<file path="config.mk">
export PLATFORM = sky130hd
export DESIGN_NAME = modbus_rtu_master_transaction
export DESIGN_NICKNAME = d
export VERILOG_FILES = /design/src/rtl/mrm_pkg.sv /design/src/rtl/mrm_ram.sv /design/src/rtl/mrm_crc_serial.sv /design/src/rtl/modbus_rtu_master_transaction.sv
export VERILOG_INCLUDE_DIRS = /design/src /design/src/rtl
export SDC_FILE = /design/constraint.sdc
export NUM_CORES = 2
export LEC_CHECK = 0
export BUFFER_PORTS_ARGS = -buffer_cell sky130_fd_sc_hd__buf_2
export CORE_MARGIN = 2
export CORE_UTILIZATION = 30
export DETAILED_ROUTE_END_ITERATION = 8
export PLACE_DENSITY = 0.54
export SETUP_SLACK_MARGIN = 0.5
export SLEW_MARGIN = 20
export SYNTH_ARGS = -nofsm -noshare
export SYNTH_HDL_FRONTEND = slang
export SYNTH_HIERARCHICAL = 1
export SYNTH_SLANG_ARGS = --single-unit
</file>
<file path="constraint.sdc">
create_clock -name clk -period 4.6 [get_ports clk]
set_input_delay 0.23 -clock clk [delete_from_list [all_inputs] [get_ports clk]]
set_output_delay 0.23 -clock clk [all_outputs]
set_load 0.005 [all_outputs]
</file>
<file path="src/rtl/assert_macros.svh">
// ----------------------------------------------------------------------------
// assert_macros.svh
// Shared concurrent assertion macros for the Modbus RTU master RTL.
// ----------------------------------------------------------------------------
`ifndef ASSERT_MACROS_SVH
`define ASSERT_MACROS_SVH

// antecedent implies consequent in the same cycle
`define ASSERT_IMP(lbl, clk, rst_n, ante, cons) \
	lbl: assert property (@(posedge clk) disable iff (!rst_n) (ante) |-> (cons)) \
		else $error("implication check failed");

// antecedent implies consequent in the next cycle
`define ASSERT_NEXT(lbl, clk, rst_n, ante, cons) \
	lbl: assert property (@(posedge clk) disable iff (!rst_n) (ante) |=> (cons)) \
		else $error("next-cycle check failed");

`endif

</file>
<file path="src/rtl/mrm_pkg.sv">
// ----------------------------------------------------------------------------
// mrm_pkg
// Types and constants shared by the Modbus RTU master modules.
// ----------------------------------------------------------------------------
package mrm_pkg;

	// input word kinds
	localparam logic [1:0] FUNC_START = 2'd0;
	localparam logic [1:0] FUNC_BYTE  = 2'd1;
	localparam logic [1:0] FUNC_TICK  = 2'd2;

	// result word kinds
	localparam logic [1:0] KIND_TX   = 2'd0;
	localparam logic [1:0] KIND_STAT = 2'd1;
	localparam logic [1:0] KIND_WORD = 2'd2;

	// completion status codes
	localparam logic [2:0] ST_OK      = 3'd0;
	localparam logic [2:0] ST_SLAVE   = 3'd1;
	localparam logic [2:0] ST_FUNC    = 3'd2;
	localparam logic [2:0] ST_EXC     = 3'd3;
	localparam logic [2:0] ST_TIMEOUT = 3'd4;
	localparam logic [2:0] ST_CRC     = 3'd5;

	// CRC-16 constants
	localparam logic [15:0] CRC_INIT = 16'hFFFF;
	localparam logic [15:0] CRC_POLY = 16'hA001;

	localparam logic [15:0] TIMEOUT_RST = 16'd2000;

	typedef struct packed {
		logic [1:0]  func;
		logic [7:0]  slave_id;
		logic [6:0]  function_code;
		logic [15:0] start_address;
		logic [15:0] quantity;
		logic [7:0]  rx_byte;
	} req_t;

	typedef struct packed {
		logic [1:0]  kind;
		logic [7:0]  tx_byte;
		logic [2:0]  status;
		logic [7:0]  exception_code;
		logic [5:0]  word_index;
		logic [15:0] word_value;
		logic        last;
	} rsp_t;

	// CRC unit control and status
	typedef struct packed {
		logic       init;
		logic       start;
		logic [7:0] data;
	} crc_ctrl_t;

	typedef struct packed {
		logic        busy;
		logic [15:0] crc;
	} crc_stat_t;

	typedef enum logic [3:0] {
		S_IDLE,
		S_TXFEED,
		S_TXWAIT,
		S_TXOUT,
		S_RXCRC,
		S_RXCHK,
		S_TICK,
		S_STAT,
		S_DRDLO,
		S_DRDHI,
		S_DOUT
	} state_t;

endpackage

</file>
<file path="src/rtl/mrm_ram.sv">
// ----------------------------------------------------------------------------
// mrm_ram
// Generic single-write, single-read RAM with registered read data.
// ----------------------------------------------------------------------------
module mrm_ram #(
	parameter int WIDTH = 8,
	parameter int DEPTH = 128
) (
	input  logic                     clk,
	input  logic                     we,
	input  logic [$clog2(DEPTH)-1:0] waddr,
	input  logic [WIDTH-1:0]         wdata,
	input  logic                     re,
	input  logic [$clog2(DEPTH)-1:0] raddr,
	output logic [WIDTH-1:0]         rdata
);

	logic [WIDTH-1:0] mem_q [DEPTH];
	logic [WIDTH-1:0] rdata_q;

	always_ff @(posedge clk) begin
		if (we) begin
			mem_q[waddr] <= wdata;
		end
		if (re) begin
			rdata_q <= mem_q[raddr];
		end
	end

	assign rdata = rdata_q;

endmodule

</file>
<file path="src/rtl/mrm_crc_serial.sv">
// ----------------------------------------------------------------------------
// mrm_crc_serial
// Bit-serial CRC-16 (reflected 0xA001), one bit per cycle.
// ----------------------------------------------------------------------------
module mrm_crc_serial
	import mrm_pkg::*;
(
	input  logic      clk,
	input  logic      arst_n,
	input  crc_ctrl_t ctrl,
	output crc_stat_t stat
);

	logic [15:0] crc_q;
	logic [7:0]  sh_q;
	logic [2:0]  cnt_q;
	logic        busy_q;
	logic        fb;

	// feedback bit: crc lsb against next data bit, lsb first
	assign fb = crc_q[0] ^ sh_q[0];

	always_ff @(posedge clk or negedge arst_n) begin
		if (!arst_n) begin
			crc_q  <= CRC_INIT;
			busy_q <= 1'b0;
			cnt_q  <= 3'd0;
		end else if (ctrl.init) begin
			crc_q  <= CRC_INIT;
			busy_q <= 1'b0;
			cnt_q  <= 3'd0;
		end else if (ctrl.start) begin
			busy_q <= 1'b1;
			cnt_q  <= 3'd0;
		end else if (busy_q) begin
			crc_q <= (crc_q >> 1) ^ (fb ? CRC_POLY : 16'h0000);
			cnt_q <= cnt_q + 3'd1;
			if (cnt_q == 3'd7) begin
				busy_q <= 1'b0;
			end
		end
	end

	// data shifter
	always_ff @(posedge clk) begin
		if (ctrl.start) begin
			sh_q <= ctrl.data;
		end else if (busy_q) begin
			sh_q <= sh_q >> 1;
		end
	end

	assign stat.busy = busy_q;
	assign stat.crc  = crc_q;

endmodule

</file>
<file path="src/rtl/modbus_rtu_master_transaction.sv">
// Start request: CRC over the 6 header bytes, then 8 bytes out at one per cycle while the output is not stalled.
// Received byte: bit-serial CRC in S_RXCRC, a check in S_RXCHK, then back to idle, or on to status or word output.
// Tick: compared with the timeout in S_TICK. Decoded reply words: low and high byte from the frame RAM read port.
// One input word is worked on at a time; req_stall is low only when idle.
// arst_n clears all control state; timeout register resets to 2000 ticks.
// ----------------------------------------------------------------------------
// modbus_rtu_master_transaction
// Modbus RTU master: builds the request with its CRC, checks and decodes the reply.
// ----------------------------------------------------------------------------
`include "assert_macros.svh"

module modbus_rtu_master_transaction
	import mrm_pkg::*;
#(
	parameter int MAX_WORDS = 64
) (
	input  logic        clk,
	input  logic        arst_n,
	input  logic        req_valid,
	output logic        req_stall,
	input  req_t        req_data,
	output logic        rsp_valid,
	input  logic        rsp_stall,
	output rsp_t        rsp_data,
	input  logic        cfg_wr_en,
	input  logic [15:0] cfg_wr_data
);

	localparam int RAM_DEPTH = 2 * MAX_WORDS;
	localparam int AW        = $clog2(RAM_DEPTH);
	localparam int WIDX      = (MAX_WORDS > 1) ? $clog2(MAX_WORDS) : 1;
	localparam int WW        = $clog2(MAX_WORDS + 1);
	localparam logic [8:0] STORE_END = 9'(2 * MAX_WORDS + 3);
	localparam logic [8:0] MW9       = 9'(MAX_WORDS);

	state_t state_q, state_d;

	logic        phase_q;
	logic [15:0] timeout_q;
	logic [7:0]  exp_slave_q;
	logic [6:0]  exp_func_q;
	logic [8:0]  rcv_q;
	logic [7:0]  rem_q;
	logic [15:0] elapsed_q;
	logic [2:0]  cnt_q;
	logic [47:0] req_q;
	logic [7:0]  hdr0_q, hdr1_q, hdr2_q;
	logic [2:0]  st_q;
	logic [7:0]  exc_q;
	logic [WW-1:0]   words_q;
	logic [WIDX-1:0] wi_q;
	logic        coils_q;
	logic [7:0]  lo_q;

	logic      rsp_valid_q;
	rsp_t      rsp_q;

	crc_ctrl_t crc_ctrl;
	crc_stat_t crc_stat;

	logic          ram_we, ram_re;
	logic [AW-1:0] ram_waddr, ram_raddr;
	logic [7:0]    ram_rdata;

	logic     acc, out_free, out_ld;
	rsp_t     out_nxt;
	logic [7:0] tx_sel;

	// reply check signals
	logic [6:0] fn;
	logic       chk5, fail, is_coil, is_reg;
	logic [2:0] fail_st;
	logic [7:0] cls_rem, rem_eff, wraw;
	logic [WW-1:0] words_c;
	logic [WW-1:0] wi_ext;
	logic [WIDX+5:0] wi_out;
	logic [8:0]  hi_pos;
	logic [7:0]  hi_byte;

	assign acc      = req_valid && !req_stall;
	assign out_free = !rsp_valid_q || !rsp_stall;

	mrm_crc_serial u_crc (
		.clk    (clk),
		.arst_n (arst_n),
		.ctrl   (crc_ctrl),
		.stat   (crc_stat)
	);

	mrm_ram #(
		.WIDTH (8),
		.DEPTH (RAM_DEPTH)
	) u_frame_ram (
		.clk   (clk),
		.we    (ram_we),
		.waddr (ram_waddr),
		.wdata (req_data.rx_byte),
		.re    (ram_re),
		.raddr (ram_raddr),
		.rdata (ram_rdata)
	);

	// request byte select: six header bytes then CRC low, high
	always_comb begin
		case (cnt_q)
			3'd0:    tx_sel = req_q[47:40];
			3'd1:    tx_sel = req_q[39:32];
			3'd2:    tx_sel = req_q[31:24];
			3'd3:    tx_sel = req_q[23:16];
			3'd4:    tx_sel = req_q[15:8];
			3'd5:    tx_sel = req_q[7:0];
			3'd6:    tx_sel = crc_stat.crc[7:0];
			default: tx_sel = crc_stat.crc[15:8];
		endcase
	end

	// header checks at the fifth byte, and expected length by function class
	assign fn      = hdr1_q[6:0];
	assign chk5    = (rcv_q == 9'd5);
	assign is_coil = (fn == 7'd1) || (fn == 7'd2);
	assign is_reg  = (fn == 7'd3) || (fn == 7'd4) || (fn == 7'd23);

	always_comb begin
		fail    = 1'b1;
		fail_st = ST_OK;
		if (hdr0_q != exp_slave_q) begin
			fail_st = ST_SLAVE;
		end else if (fn != exp_func_q) begin
			fail_st = ST_FUNC;
		end else if (hdr1_q[7]) begin
			fail_st = ST_EXC;
		end else begin
			fail = 1'b0;
		end
		fail = fail && chk5;
	end

	always_comb begin
		case (fn)
			7'd1, 7'd2, 7'd3, 7'd4, 7'd23: cls_rem = hdr2_q;
			7'd5, 7'd6, 7'd15, 7'd16:      cls_rem = 8'd3;
			7'd22:                         cls_rem = 8'd5;
			default:                       cls_rem = rem_q;
		endcase
	end

	assign rem_eff = chk5 ? cls_rem : rem_q;

	// word count, clipped
	always_comb begin
		if (is_coil) begin
			wraw = (hdr2_q >> 1) + {7'd0, hdr2_q[0]};
		end else if (is_reg) begin
			wraw = hdr2_q >> 1;
		end else begin
			wraw = 8'd0;
		end
		words_c = ({1'b0, wraw} > MW9) ? WW'(MAX_WORDS) : WW'(wraw);
	end

	// decoded word high byte: coil reply past the byte count pads with zero
	assign wi_ext  = WW'(wi_q);
	assign hi_pos  = 9'({wi_q, 1'b0}) + 9'd2;
	assign hi_byte = (coils_q && (hi_pos > {1'b0, hdr2_q})) ? 8'd0 : ram_rdata;
	assign wi_out  = {6'd0, wi_q};

	// next state
	always_comb begin
		state_d = state_q;
		unique case (state_q)
			S_IDLE: begin
				if (acc) begin
					if (req_data.func == FUNC_START) begin
						state_d = S_TXFEED;
					end else if (phase_q && req_data.func == FUNC_BYTE) begin
						state_d = S_RXCRC;
					end else if (phase_q && req_data.func == FUNC_TICK) begin
						state_d = S_TICK;
					end
				end
			end
			S_TXFEED: state_d = S_TXWAIT;
			S_TXWAIT: begin
				if (!crc_stat.busy) begin
					state_d = (cnt_q == 3'd5) ? S_TXOUT : S_TXFEED;
				end
			end
			S_TXOUT: begin
				if (out_free && cnt_q == 3'd7) begin
					state_d = S_IDLE;
				end
			end
			S_RXCRC: begin
				if (!crc_stat.busy) begin
					state_d = S_RXCHK;
				end
			end
			S_RXCHK: begin
				if (fail) begin
					state_d = S_STAT;
				end else if (rem_eff == 8'd0) begin
					if (crc_stat.crc != 16'h0000 || words_c == '0) begin
						state_d = S_STAT;
					end else begin
						state_d = S_DRDLO;
					end
				end else begin
					state_d = S_IDLE;
				end
			end
			S_TICK: state_d = (elapsed_q > timeout_q) ? S_STAT : S_IDLE;
			S_STAT: begin
				if (out_free) begin
					state_d = S_IDLE;
				end
			end
			S_DRDLO: state_d = S_DRDHI;
			S_DRDHI: state_d = S_DOUT;
			S_DOUT: begin
				if (out_free) begin
					state_d = ((wi_ext + WW'(1)) == words_q) ? S_IDLE : S_DRDLO;
				end
			end
			default: state_d = S_IDLE;
		endcase
	end

	// outputs of the state machine
	always_comb begin
		req_stall     = 1'b1;
		crc_ctrl      = '0;
		ram_we        = 1'b0;
		ram_waddr     = AW'(rcv_q - 9'd3);
		ram_re        = 1'b0;
		ram_raddr     = AW'({wi_q, 1'b0});
		out_ld        = 1'b0;
		out_nxt       = '0;
		unique case (state_q)
			S_IDLE: begin
				req_stall = 1'b0;
				if (acc && req_data.func == FUNC_START) begin
					crc_ctrl.init = 1'b1;
				end else if (acc && phase_q && req_data.func == FUNC_BYTE) begin
					crc_ctrl.start = 1'b1;
					crc_ctrl.data  = req_data.rx_byte;
					ram_we = (rcv_q >= 9'd3) && (rcv_q < STORE_END);
				end
			end
			S_TXFEED: begin
				crc_ctrl.start = 1'b1;
				crc_ctrl.data  = tx_sel;
			end
			S_TXOUT: begin
				if (out_free) begin
					out_ld          = 1'b1;
					out_nxt.kind    = KIND_TX;
					out_nxt.tx_byte = tx_sel;
					out_nxt.last    = (cnt_q == 3'd7);
					crc_ctrl.init   = (cnt_q == 3'd7);
				end
			end
			S_STAT: begin
				if (out_free) begin
					out_ld                 = 1'b1;
					out_nxt.kind           = KIND_STAT;
					out_nxt.status         = st_q;
					out_nxt.exception_code = exc_q;
					out_nxt.last           = 1'b1;
				end
			end
			S_DRDLO: begin
				ram_re = 1'b1;
			end
			S_DRDHI: begin
				ram_re    = 1'b1;
				ram_raddr = AW'({wi_q, 1'b1});
			end
			S_DOUT: begin
				if (out_free) begin
					out_ld             = 1'b1;
					out_nxt.kind       = KIND_WORD;
					out_nxt.word_index = wi_out[5:0];
					out_nxt.word_value = coils_q ? {hi_byte, lo_q} : {lo_q, hi_byte};
					out_nxt.last       = ((wi_ext + WW'(1)) == words_q);
				end
			end
			default: begin
			end
		endcase
	end

	// control state
	always_ff @(posedge clk or negedge arst_n) begin
		if (!arst_n) begin
			state_q     <= S_IDLE;
			phase_q     <= 1'b0;
			timeout_q   <= TIMEOUT_RST;
			rcv_q       <= 9'd0;
			rem_q       <= 8'd8;
			elapsed_q   <= 16'd0;
			cnt_q       <= 3'd0;
			wi_q        <= '0;
			rsp_valid_q <= 1'b0;
		end else begin
			state_q <= state_d;
			if (cfg_wr_en) begin
				timeout_q <= cfg_wr_data;
			end
			if (out_ld) begin
				rsp_valid_q <= 1'b1;
			end else if (!rsp_stall) begin
				rsp_valid_q <= 1'b0;
			end
			unique case (state_q)
				S_IDLE: begin
					if (acc && req_data.func == FUNC_START) begin
						phase_q   <= 1'b1;
						rcv_q     <= 9'd0;
						rem_q     <= 8'd8;
						elapsed_q <= 16'd0;
						cnt_q     <= 3'd0;
					end else if (acc && phase_q && req_data.func == FUNC_BYTE) begin
						if (rcv_q != 9'd511) begin
							rcv_q <= rcv_q + 9'd1;
						end
						if (rem_q != 8'd0) begin
							rem_q <= rem_q - 8'd1;
						end
					end else if (acc && phase_q && req_data.func == FUNC_TICK) begin
						if (elapsed_q != 16'hFFFF) begin
							elapsed_q <= elapsed_q + 16'd1;
						end
					end
				end
				S_TXWAIT: begin
					if (!crc_stat.busy) begin
						cnt_q <= (cnt_q == 3'd5) ? 3'd0 : cnt_q + 3'd1;
					end
				end
				S_TXOUT: begin
					if (out_free) begin
						cnt_q <= cnt_q + 3'd1;
					end
				end
				S_RXCHK: begin
					rem_q <= rem_eff;
					if (fail || rem_eff == 8'd0) begin
						phase_q <= 1'b0;
					end
					wi_q <= '0;
				end
				S_TICK: begin
					if (elapsed_q > timeout_q) begin
						phase_q <= 1'b0;
					end
				end
				S_DOUT: begin
					if (out_free) begin
						wi_q <= wi_q + WIDX'(1);
					end
				end
				default: begin
				end
			endcase
		end
	end

	// payload registers
	always_ff @(posedge clk) begin
		if (out_ld) begin
			rsp_q <= out_nxt;
		end
		if (state_q == S_IDLE && acc && req_data.func == FUNC_START) begin
			req_q <= {req_data.slave_id, 1'b0, req_data.function_code,
				req_data.start_address, req_data.quantity};
			exp_slave_q <= req_data.slave_id;
			exp_func_q  <= req_data.function_code;
		end
		if (state_q == S_IDLE && acc && phase_q && req_data.func == FUNC_BYTE) begin
			if (rcv_q == 9'd0) begin
				hdr0_q <= req_data.rx_byte;
			end
			if (rcv_q == 9'd1) begin
				hdr1_q <= req_data.rx_byte;
			end
			if (rcv_q == 9'd2) begin
				hdr2_q <= req_data.rx_byte;
			end
		end
		if (state_q == S_RXCHK) begin
			words_q <= words_c;
			coils_q <= is_coil;
			exc_q   <= 8'd0;
			if (fail) begin
				st_q <= fail_st;
				if (fail_st == ST_EXC) begin
					exc_q <= hdr2_q;
				end
			end else if (crc_stat.crc != 16'h0000) begin
				st_q <= ST_CRC;
			end else begin
				st_q <= ST_OK;
			end
		end
		if (state_q == S_TICK) begin
			st_q  <= ST_TIMEOUT;
			exc_q <= 8'd0;
		end
		if (state_q == S_DRDHI) begin
			lo_q <= ram_rdata;
		end
	end

	assign rsp_valid = rsp_valid_q;
	assign rsp_data  = rsp_q;

	`ASSERT_IMP(a_crc_busy_wait, clk, arst_n, crc_stat.busy, (state_q == S_TXWAIT || state_q == S_RXCRC))
	`ASSERT_IMP(a_word_in_range, clk, arst_n, (state_q == S_DOUT), (wi_ext < words_q))
	`ASSERT_IMP(a_stat_ends_run, clk, arst_n, (state_q == S_STAT), !phase_q)

endmodule
</file>
# [Word-level counts from Yosys, hierarchy flattened]
# Memories as Yosys holds them, arrays and structs flattened. A register that Yosys moved wholly into a read port is not among the register bits.
# Cells that the tools add are included.
[totals] reg_bits=249 mem_bits_rw=1024 input_bits=78 output_inout_bits=46 wordCells=256 n_memories=1
[op_classes] add_sub_neg=10 magnitude_cmp=5 eq_ne=55 mux=92 bitwise=2 n_reduce_logical=60
[memory_table] name="u_frame_ram.mem_q" depth=128 width=8 rd=1 rd_ports_with_merged_regs=1 wr=1 line_no="mrm_ram.sv:18" source="logic [WIDTH-1:0] mem_q [DEPTH];"
[op_table] cell="$mux W16" count=9
[op_table] cell="$mux W8" count=10
[op_table] cell="$pmux W8 S7" count=1
[op_table] cell="$mux W4" count=13
[op_table] cell="$mux W9" count=5
[op_table] cell="$pmux W4 S11" count=1
[op_table] cell="$mux W3" count=10
[op_table] cell="$mux W1" count=26
[op_table] cell="$pmux W8 S3" count=1
[op_table] cell="$eq A7 B3 Y1 const B" count=3
[op_table] cell="$eq A7 B5 Y1 const B" count=3
[op_table] cell="$ne A2 B2 Y1 const B" count=10
[op_table] cell="$pmux W9 S2" count=1
[op_table] cell="$add A16 B1 Y16 const B" count=1
[op_table] cell="$eq A4 B3 Y1 const B" count=4
[op_table] cell="$gt A16 B16 Y1" count=1
[op_table] cell="$ne A16 B16 Y1 const B" count=1
[op_table] cell="$pmux W8 S2" count=1
[op_table] cell="$reduce_and A2 Y1" count=8
[op_table] cell="$reduce_bool A16 Y1" count=1
[op_table] cell="$reduce_bool A2 Y1" count=8
[op_table] cell="$xor A15 B16 Y16" count=1
[op_table] cell="$eq A3 B3 Y1 const B" count=5
[op_table] cell="$logic_and A1 B1 Y1" count=15
[op_table] cell="58 further kinds" count=85

# [Depth between registers and ports, before layout]
[depth] depth_word=13 ltp_mapped=11 ltp_nobuf=11

# [By module]
# The synthesis kept the hierarchy.
[by_module_without_submodules] mod="mrm_ram" n_inst=1 cells_per_inst=1635 area_per_inst_um2=39745.6 seq_area_each_um2=30989.7
[by_module_without_submodules] mod="modbus_rtu_master_transaction" n_inst=1 cells_per_inst=961 area_per_inst_um2=10508.8 seq_area_each_um2=5764.3
[by_module_without_submodules] mod="mrm_crc_serial" n_inst=1 cells_per_inst=107 area_per_inst_um2=1257.5 seq_area_each_um2=760.7

# [Worst setup path after synthesis]
# No wires, ideal clock.
[synth_path] kind="reg-to-reg" start="reg state_q[3]" end="reg u_frame_ram.rdata_q[0], in the netlist u_frame_ram/rdata[0], read port of u_frame_ram.mem_q, data pin" setup_ps=260 t_arrival_ps=3617 t_required_ps=4340 path_slack_ps=723 stages_incl_launch_ff=10 n_path_buf=3 period_less_slack_ps=3877 path_cell_list="dfrtp_1 clkbuf_1 nand2_1 nor2_1 clkbuf_1 buf_1 mux4_2 mux4_2 mux4_2 mux2_2"
[synth_via] elab_cells_between_ends=5 classes_between="2 x eq/ne; 2 x mux; 1 x reduce/logical"
[synth_rtl] item="from (decl)" line_no="modbus_rtu_master_transaction.sv:36" source="state_t state_q, state_d;"
[synth_rtl] item="from (signal assigned)" line_no="modbus_rtu_master_transaction.sv:305" source="state_q <= state_d;"
[synth_rtl] item="$eq A4 B4 Y1" line_no="modbus_rtu_master_transaction.sv:238" source="unique case (state_q)"
[synth_rtl] item="$mux W1" line_no="modbus_rtu_master_transaction.sv:238"
[synth_rtl] item="net ram_raddr[0]" line_no="modbus_rtu_master_transaction.sv:62" source="logic [AW-1:0] ram_waddr, ram_raddr;"
[synth_rtl] item="to (decl)" line_no="mrm_ram.sv:19" source="logic [WIDTH-1:0] rdata_q;"
# The timed path passes the listed nets, and every way through them passes these cells.
# A chain may end at the register's enable or synchronous reset.

# [Worst setup path after layout]
[layout_path] start="reg state_q[0]" end="reg u_frame_ram.rdata_q[6], in the netlist u_frame_ram/rdata[6], read port of u_frame_ram.mem_q, data pin"
# The elaborated chain is that of the path after synthesis.

==> run metrics <==
final design utilization=0.357; Synth Area in Compound Gates=0.0292; final hold violations=0; Top FF cell, synth=edfxtp_1; largest net degree at the start of global routing=roughly 80; most frequent cells in the layout=1171 x edfxtp_1, 336 x mux4_2, 199 x nor2_1; Placed Instance Area=roughly 0.056 mm²; Site Rows=about 150; most common cell after layout, fill and taps aside=edfxtp_1; Starting Density=0.301; gr busiest metal=met2; RSZ-0062 raised after global routing=false; outcome=completed; fraction of registers with async set/reset=0.0664; Worst setup SP type=register; Post-Synth Simple-Gate Area=0.0512; DR vias/cell=5.03; synth unique cells=slightly above 80; FILL cells=between 15k and 20k; Residual DRC=0; fmax=roughly 0.25 GHz; later-pin clock latency in the skew report=0.76 ns; post-synthesis mux area share=0.156; die width=about 420 µm; layout cells sized above 1=0.282; Post-DP HPWL=around 80000 µm; Final nets=between 3k and 4k; Seq/Total Area, Yosys=0.728; vias in the first global route=around 28k; leakage power=19.5 nW; met2 usage=0.245; clk sink count=~1.3k; total number of vias=around 27k; core outline area=roughly 0.17 mm²; Reg area=0.0375 mm²; initial antenna violation count=2; max cap viols=0; Final Non-Filler Cells=approximately 5.5k; CTS tree=built; Max IR drop VDD=0.378 mV; TNS Setup=0 ns; CTS Root Cell=clkbuf_16; PD cells=roughly 420 mW/mm²; Slew Viols, Final=0; HP Class=input port to register; Area growth, synth to finish=18.7%; clock transition at the registers of the reported paths=0.06 ns; post-synthesis xor/xnor area fraction=0.00894; drt first pass iters=5; Post-Route WL=between 100000 and 150000 µm; Tightest Pin Transition=1.15 ns; post-route clock period utilization=0.864; CP Data Arrival Time=4.48 ns; final antenna-violating net count=0; first-pass GRT wire length=slightly below 200000 µm; IO Count=around 120; main combinational cell family by area after synthesis=multiplexers; routed len/inst=24.4 µm; initial DRC count=roughly 3k; Overall Global Routing Usage=0.151; Pwr Total=between 20 and 30 mW; crit path time final=a little under 4 ns; port buffer count=123; Finished Cell Area=0.0612 mm²; # setup viols final=0; Die Ht=around 420 µm; met3 Use GR=0.0269; RePlAce Congestion=just over 0.8; Rel. slew slack=0.225; DIE AREA=around 0.18 mm²; synthesized area per cell=between 15 and 20 µm²; EDFF count, synth=1171; post-synthesis adder-cell area fraction=0.00996; Ys Warns=6; CP max FO=36; worst endpoint required time=5.11 ns; clock buffer depth=3; CP Capture Type=register; Post-Synthesis Cells=roughly 2.7k; CTS HTree Levels=4; placed insts=just over 5k; met1 usage=0.211; total CTS buffers=135; synthesized area=0.0515 mm²; total grt overflow=0; Yosys reg bits=around 1.3k; number of setup buffers added after CTS=0; WS Path Type=register to register; area of the multi-input gates=between 0.01 and 0.015 mm²; clock skew=slightly below 0.03 ns; syn nets=about 2.8k
[worst paths after layout]
kind	cells past startpoint	end	from	slack (ns)
min in group asynchronous	2	timeout_q[1]	arst_n	0.10
max in group asynchronous	3	u_crc/crc_q[4]	arst_n	3.45
min	1	u_frame_ram/mem_q[107][4]	req_data[4]	0.06
min reg2reg	1	exc_q[3]	exc_q[3]	0.48
max reg2reg	8	u_frame_ram/rdata[6]	state_q[0]	0.62
max	8	u_frame_ram/rdata[6]	state_q[0]	0.62
[flip-flops by register name (all words and copies together) (netlist names), 9 cells and up]
name	count
u_frame_ram/mem_q	1024
rsp_data	44
req_q	33
elapsed_q	16
timeout_q	16
u_crc/crc_q	16
rcv_q	9
[report_power, final]
part	switching [mW]	total, mW	internal [mW]	leakage [nW]
clock network	4.44	10.5	6.02	2.06
logic	1.35	2.15	0.799	5.76
registers	0.308	13.3	13.0	11.7
total	6.11	26.0	19.8	19.5
[kinds of logic (layout without fill, tap and decap cells)]
kind of cell    Yosys count  count (layout)
flops                  1266            1266
simple gates            545             545
mux                     381             381
compound gates          226             226
buf+inv                 193             703
xor+xnor                 51              51
fa+ha+maj                41              41
other cells               0               5
[critical path: stages (launching register included)]
cell and delay, ns:
dfrtp_1 0.61, nand2b_1 0.22, nor2_4 0.20, buf_12 0.27
buf_12 0.33, mux4_2 0.56, mux4_2 0.61, mux4_2 0.55
mux2_2 0.29
[Yosys cell counts, types with 14 or more instances]
| cell | n | share of area |
|---|---|---|
| mux2i_1 | 16 | 0.0031 |
| xnor2_1 | 26 | 0.0044 |
| buf_2 | 23 | 0.0022 |
| mux2_2 | 29 | 0.0063 |
| buf_1 | 21 | 0.0015 |
| a21oi_1 | 53 | 0.0051 |
| a22o_1 | 21 | 0.0036 |
| nor2b_1 | 21 | 0.0026 |
| inv_1 | 49 | 0.0036 |
| nand2_1 | 110 | 0.0080 |
| o21ai_0 | 62 | 0.0060 |
| ha_1 | 41 | 0.010 |
| clkbuf_1 | 81 | 0.0059 |
| xor2_1 | 24 | 0.0041 |
| nand4_1 | 21 | 0.0026 |
| mux4_2 | 336 | 0.15 |
| dfstp_2 | 23 | 0.012 |
| dfrtp_1 | 61 | 0.030 |
| edfxtp_1 | 1171 | 0.68 |
| or3_1 | 14 | 0.0017 |
| nand3_1 | 34 | 0.0033 |
| nor2_1 | 203 | 0.015 |
| nor3_1 | 31 | 0.0030 |
| and2_1 | 31 | 0.0038 |
[through the flow]
step | setup slack [ns] | hold slack [ns]
floorplan | 0.723 | -0.0656
global placement | 0.477 | 0.337
detailed placement | 0.613 | 0.350
CTS | 0.590 | 0.0245
global route | 0.514 | 0.0539
finish | 0.624 | 0.0587
[timing repair]
action                                 CTS  global route
setup endpoints to repair                0            32
hold buffers                           102             0
gates resized for setup                  0             3
endpoints found under the hold margin  180             0
[cell type report]
cell class / instances / share of cell area
clock inverter: 62 / 0.00882
sequential: 1266 / 0.613
timing repair buffer: 408 / 0.0527
inverter: 52 / 0.00327
tap: 2233 / 0.0457
clock buffer: 181 / 0.0601
multi-input combinational: 1244 / 0.216
antenna: 5 / 0.000205
[routing by layer]
layer	share of wire	vias to the layer above
met5	0	-
met4	0.017	0
met3	0.061	150
met2	0.48	916
met1	0.44	14600
li1	-	11800
(Power assumes the default switching activity.)
